### config.mk
export PLATFORM = sky130hd
export DESIGN_NAME = ooe_queue
export DESIGN_NICKNAME = d
export VERILOG_FILES = /design/src/ooe_pkg.sv /design/src/ooe_queue.sv
export SDC_FILE = /design/constraint.sdc
export NUM_CORES = 1
export LEC_CHECK = 0
export BUFFER_PORTS_ARGS = -buffer_cell sky130_fd_sc_hd__buf_2
export CAP_MARGIN = 30
export CORE_MARGIN = 4
export CORE_UTILIZATION = 40
export DETAILED_ROUTE_END_ITERATION = 7
export PLACE_DENSITY = 0.68
export SLEW_MARGIN = 20
export SYNTH_ARGS = -nofsm -noshare
export SYNTH_HDL_FRONTEND = slang
export SYNTH_SLANG_ARGS = --single-unit
### constraint.sdc
create_clock -name clock -period 12.1 [get_ports clock]
set_input_delay 1.21 -clock clock [delete_from_list [all_inputs] [get_ports clock]]
set_output_delay 1.21 -clock clock [all_outputs]
set_load 0.02 [all_outputs]
### src/ooe_pkg.sv
// Shared types and constants for the octahedral orbit expander.
// No dependencies.
package ooe_pkg;
   localparam int FRAC = 30;
   localparam logic [30:0] ONE = 31'h4000_0000;
   localparam logic [2:0] CLS_AXIS = 3'd1, CLS_EDGE = 3'd2, CLS_CORNER = 3'd3,
      CLS_AAB = 3'd4, CLS_AB0 = 3'd5, CLS_ABC = 3'd6;

   // queued work descriptor from front to back
   typedef struct packed {
      logic [2:0]  cls;
      logic [30:0] a;
      logic [30:0] b;
      logic [30:0] c;
      logic [31:0] w;
   } job_type;

   function automatic logic [5:0] point_count(input logic [2:0] cls);
      logic [5:0] n;
      case (cls)
         CLS_AXIS:   n = 6'd6;
         CLS_EDGE:   n = 6'd12;
         CLS_CORNER: n = 6'd8;
         CLS_AAB:    n = 6'd24;
         CLS_AB0:    n = 6'd24;
         CLS_ABC:    n = 6'd48;
         default:    n = 6'd1;
      endcase
      return n;
   endfunction
endpackage

### src/ooe_queue.sv
// Two-entry queue between front and back.
// Depends on ooe_pkg.
module ooe_queue import ooe_pkg::*; (
   input  logic    clock,
   input  logic    reset,
   input  logic    push,
   input  job_type push_job,
   output logic    full,
   input  logic    pop,
   output logic    nonempty,
   output job_type head
);
   job_type    mem_ff [2];
   logic       wp_ff, rp_ff;
   logic [1:0] cnt_ff;
   assign full = (cnt_ff == 2'd2);
   assign nonempty = (cnt_ff != 2'd0);
   assign head = mem_ff[rp_ff];
   always_ff @(posedge clock) begin
      if (reset) begin
         wp_ff <= 1'b0;
         rp_ff <= 1'b0;
         cnt_ff <= 2'd0;
      end else begin
         if (push && !full) begin
            mem_ff[wp_ff] <= push_job;
            wp_ff <= ~wp_ff;
         end
         if (pop && nonempty) rp_ff <= ~rp_ff;
         cnt_ff <= cnt_ff + 2'(push && !full) - 2'(pop && nonempty);
      end
   end
   a_cnt: assert property (@(posedge clock) disable iff (reset) cnt_ff <= 2'd2)
      else $error("queue count");
   a_ptr: assert property (@(posedge clock) disable iff (reset)
      (cnt_ff == 2'd0 || cnt_ff == 2'd2) |-> wp_ff == rp_ff) else $error("pointers");
   a_ovf: assert property (@(posedge clock) disable iff (reset)
      full && !pop |=> full) else $error("lost entry");
endmodule

==> flow_summary.ini <==
[yosys]
synthDistinctLibCells = 17
synth_nets = 556
synth_cells = 422
yosysWarningCount = 0
seq_area_frac_synth_pct = 81.5
ys_ff_latch = 261
syn_avg_cell_area_sq_um = 22.6
netlist_area_sq_mm = 0.00955

[finish]
drive_gt1_share_pct = 60.4
stdcell_count = 1042
area_delta_synth_final_pct = 25.7
diodes = 0
fillerInstances = 1932
fin_nets = 840
stdcell_area_sq_mm = 0.0120

[sta]
max_clock_freq_mhz = 248
setup_violations = 0
worst_pin_slew_ps = 755
setup_tns_ps = 0
worst_slew_margin_rel_pct = 49.7
fin_skew_ps = 10.0
period_share_pct = 33.4
rsz0062_at_grt = false
fin_crit_ps = 4040
maxSlewViolCount = 0
holdWs_ps = 553
finalHoldViolCount = 0

[grt]
grt_pass1_wl_mm = 28.8
grt_max_degree = 75
grt_pass1_vias = 5211
antenna_found_initial = 1
grt_overflow = 0
track_usage_pct = 13.7

[routing]
dr.pass1.iters = 4
drt_iter0_markers = 190
vias = 4886
drcViolationCount = 0
drt-total-wl_mm = 18.9
wl_per_cell_um = 18.2
ant_nets = 0
via_per_inst = 4.69

[flow_run]
maxCapViolCount = 0

[clocking]
cts_tree = yes
cts_root_buf = clkbuf_16
cts_setup_buffers = 0
cts_sinks = 261
htree_levels = 1
cts_inserted_buffers = 27
worstSkewPairLatency_ps = 510
ctsHoldBuffers = 0
cts_buffer_depth = 3
clk_pin_slew_ps = 60
cts_resized = 0

[floorplan]
die_y_um = 163
fp.dieW_um = 163
core_area_sq_mm = 0.0235
dieArea_sq_mm = 0.0264
row_count = 56
start_util_pct = 40.7
pin_count = 262

[setup_path]
worstSetupPathType = flip-flop to primary output
cp_top_family = buffers and inverters
critical_path_peak_fanout = 50
setup.worst_path.start_class = flip-flop
path_buf_inv = 3
r2r-end = mem_ff[1][78]$_DFFE_PP_
rr_startpoint = cnt_ff[0]$_SDFF_PP0_
rr_worst_depth = 5
crit_arrival_ps = 2830
rrSetupSlack_ps = 10140
worstSetupEndpointType = primary output
crit_required_ps = 10890
crit_slowest_cell = dfxtp_4
max_stage_delay_ps = 770
crit_chain = buf_4 -> buf_12 -> mux2_2 -> buf_2

[pwr]
peakVddDrop_v = 0.000110
power_mw = 2.45
powerDensity_mw_per_mm2 = 204
p_leak_nw = 4.41

[placement]
hpwl_mm = 12.8
post-place-cells = 994
gp_congestion = 0.749
io_buffers = 261
postPlaceCellArea_sq_mm = 0.0112

[status]
status = finished, final reports clean

[min_path]
worstHoldPathType = flip-flop to flip-flop
worstHoldStart = rp_ff$_SDFFE_PP0P_
hold_depth = 2
cells in the mapped netlist:
| library cell | n | area share, % |
|---|---|---|
| ha_1 | 2 | 0.26 |
| or2_2 | 1 | 0.066 |
| xor2_1 | 1 | 0.092 |
| o21a_1 | 1 | 0.079 |
| buf_6 | 6 | 0.71 |
| xnor2_1 | 2 | 0.18 |
| nor2_1 | 4 | 0.16 |
| nor2b_1 | 2 | 0.13 |
| nand2b_4 | 1 | 0.14 |
| dfxtp_1 | 5 | 1.0 |
| inv_1 | 1 | 0.039 |
| edfxtp_1 | 256 | 80 |
| nor3b_1 | 1 | 0.079 |
| nor2b_4 | 1 | 0.14 |
| mux2_2 | 129 | 15 |
| nor3_1 | 1 | 0.052 |
| clkbuf_8 | 8 | 1.2 |
flip-flops by register name, summed over array words and instances (netlist names), named ones only:
name    cells
rp_ff       1
cnt_ff      2
wp_ff       1
mem_ff    256
through the flow:
stage               util [%]  worst slack (ps)
finish                  51.2              8060
global route            51.2              7900
CTS                     50.9              7990
detailed placement      47.5              8570
global placement        47.4              8540
floorplan                  -               780
power by group:
| part | switching, mW | internal (mW) | leakage (nW) |
|---|---|---|---|
| logic | 0.330 | 0.241 | 1.62 |
| clock network | 0.308 | 0.448 | 0.394 |
| registers | 0.0409 | 1.08 | 2.39 |
worst register-to-register path: cells and delay by family, from the launching register on:
kind	cells	cell delay, ps
and+or+nand+nor	3	440
buffers and inverters	2	720
DFF	1	430
layout by cell type, fill, tap and decap left out, drive strengths merged, types with 2 or more instances in the layout:
cell and instances:
buf 269, edfxtp 256, mux2 129, clkbuf 34
clkinv 10, dfxtp 5, nor2 4, nor2b 3
xnor2 2, ha 2, bufinv 2
cell families (layout without fill, tap and decap cells):
logic type | Yosys count | count (layout) | share of synthesized area (%)
AO/OA/AOI/OAI | 1 | 1 | 0.0786
adder cells (fa/ha/maj) | 2 | 2 | 0.262
AND/OR/NAND/NOR | 11 | 11 | 0.773
buffers and inverters | 15 | 316 | 1.90
flip-flops | 261 | 261 | 81.5
XOR/XNOR | 3 | 3 | 0.275
multiplexers | 129 | 129 | 15.2
worst max-delay path by stage:
| stage | startpoint | to | slack, ps | depth (start not counted) |
|---|---|---|---|---|
| global placement | flip-flop | head[38] | 8540 | 3 |
| detailed placement | flip-flop | head[123] | 8570 | 4 |
| floorplan | push | mem_ff[1][0]$_DFFE_PP_ | 780 | 2 |
| finish | flip-flop | head[46] | 8060 | 4 |
| CTS | flip-flop | head[78] | 7990 | 4 |
| global route | flip-flop | head[46] | 7900 | 4 |
routing by layer:
layer,share of wire [%],up-vias,track usage (%)
met4,2.9,2,4.00
met2,50,188,23.5
met1,39,2407,16.6
met5,0.063,-,0
li1,-,2248,-
met3,8.0,41,4.58
cell type report:
class                           count  area, sq um  area share (%)
Multi-Input combinational cell    146         1600            13.3
Timing Repair Buffer              269         1420            11.8
Inverter                            1         3.75          0.0312
Clock buffer                       34          702            5.84
Tap cell                          319          399            3.32
Clock inverter                     12          103           0.854
Sequential cell                   261         7790            64.9
Note: power is estimated with default switching activity, not from simulation.
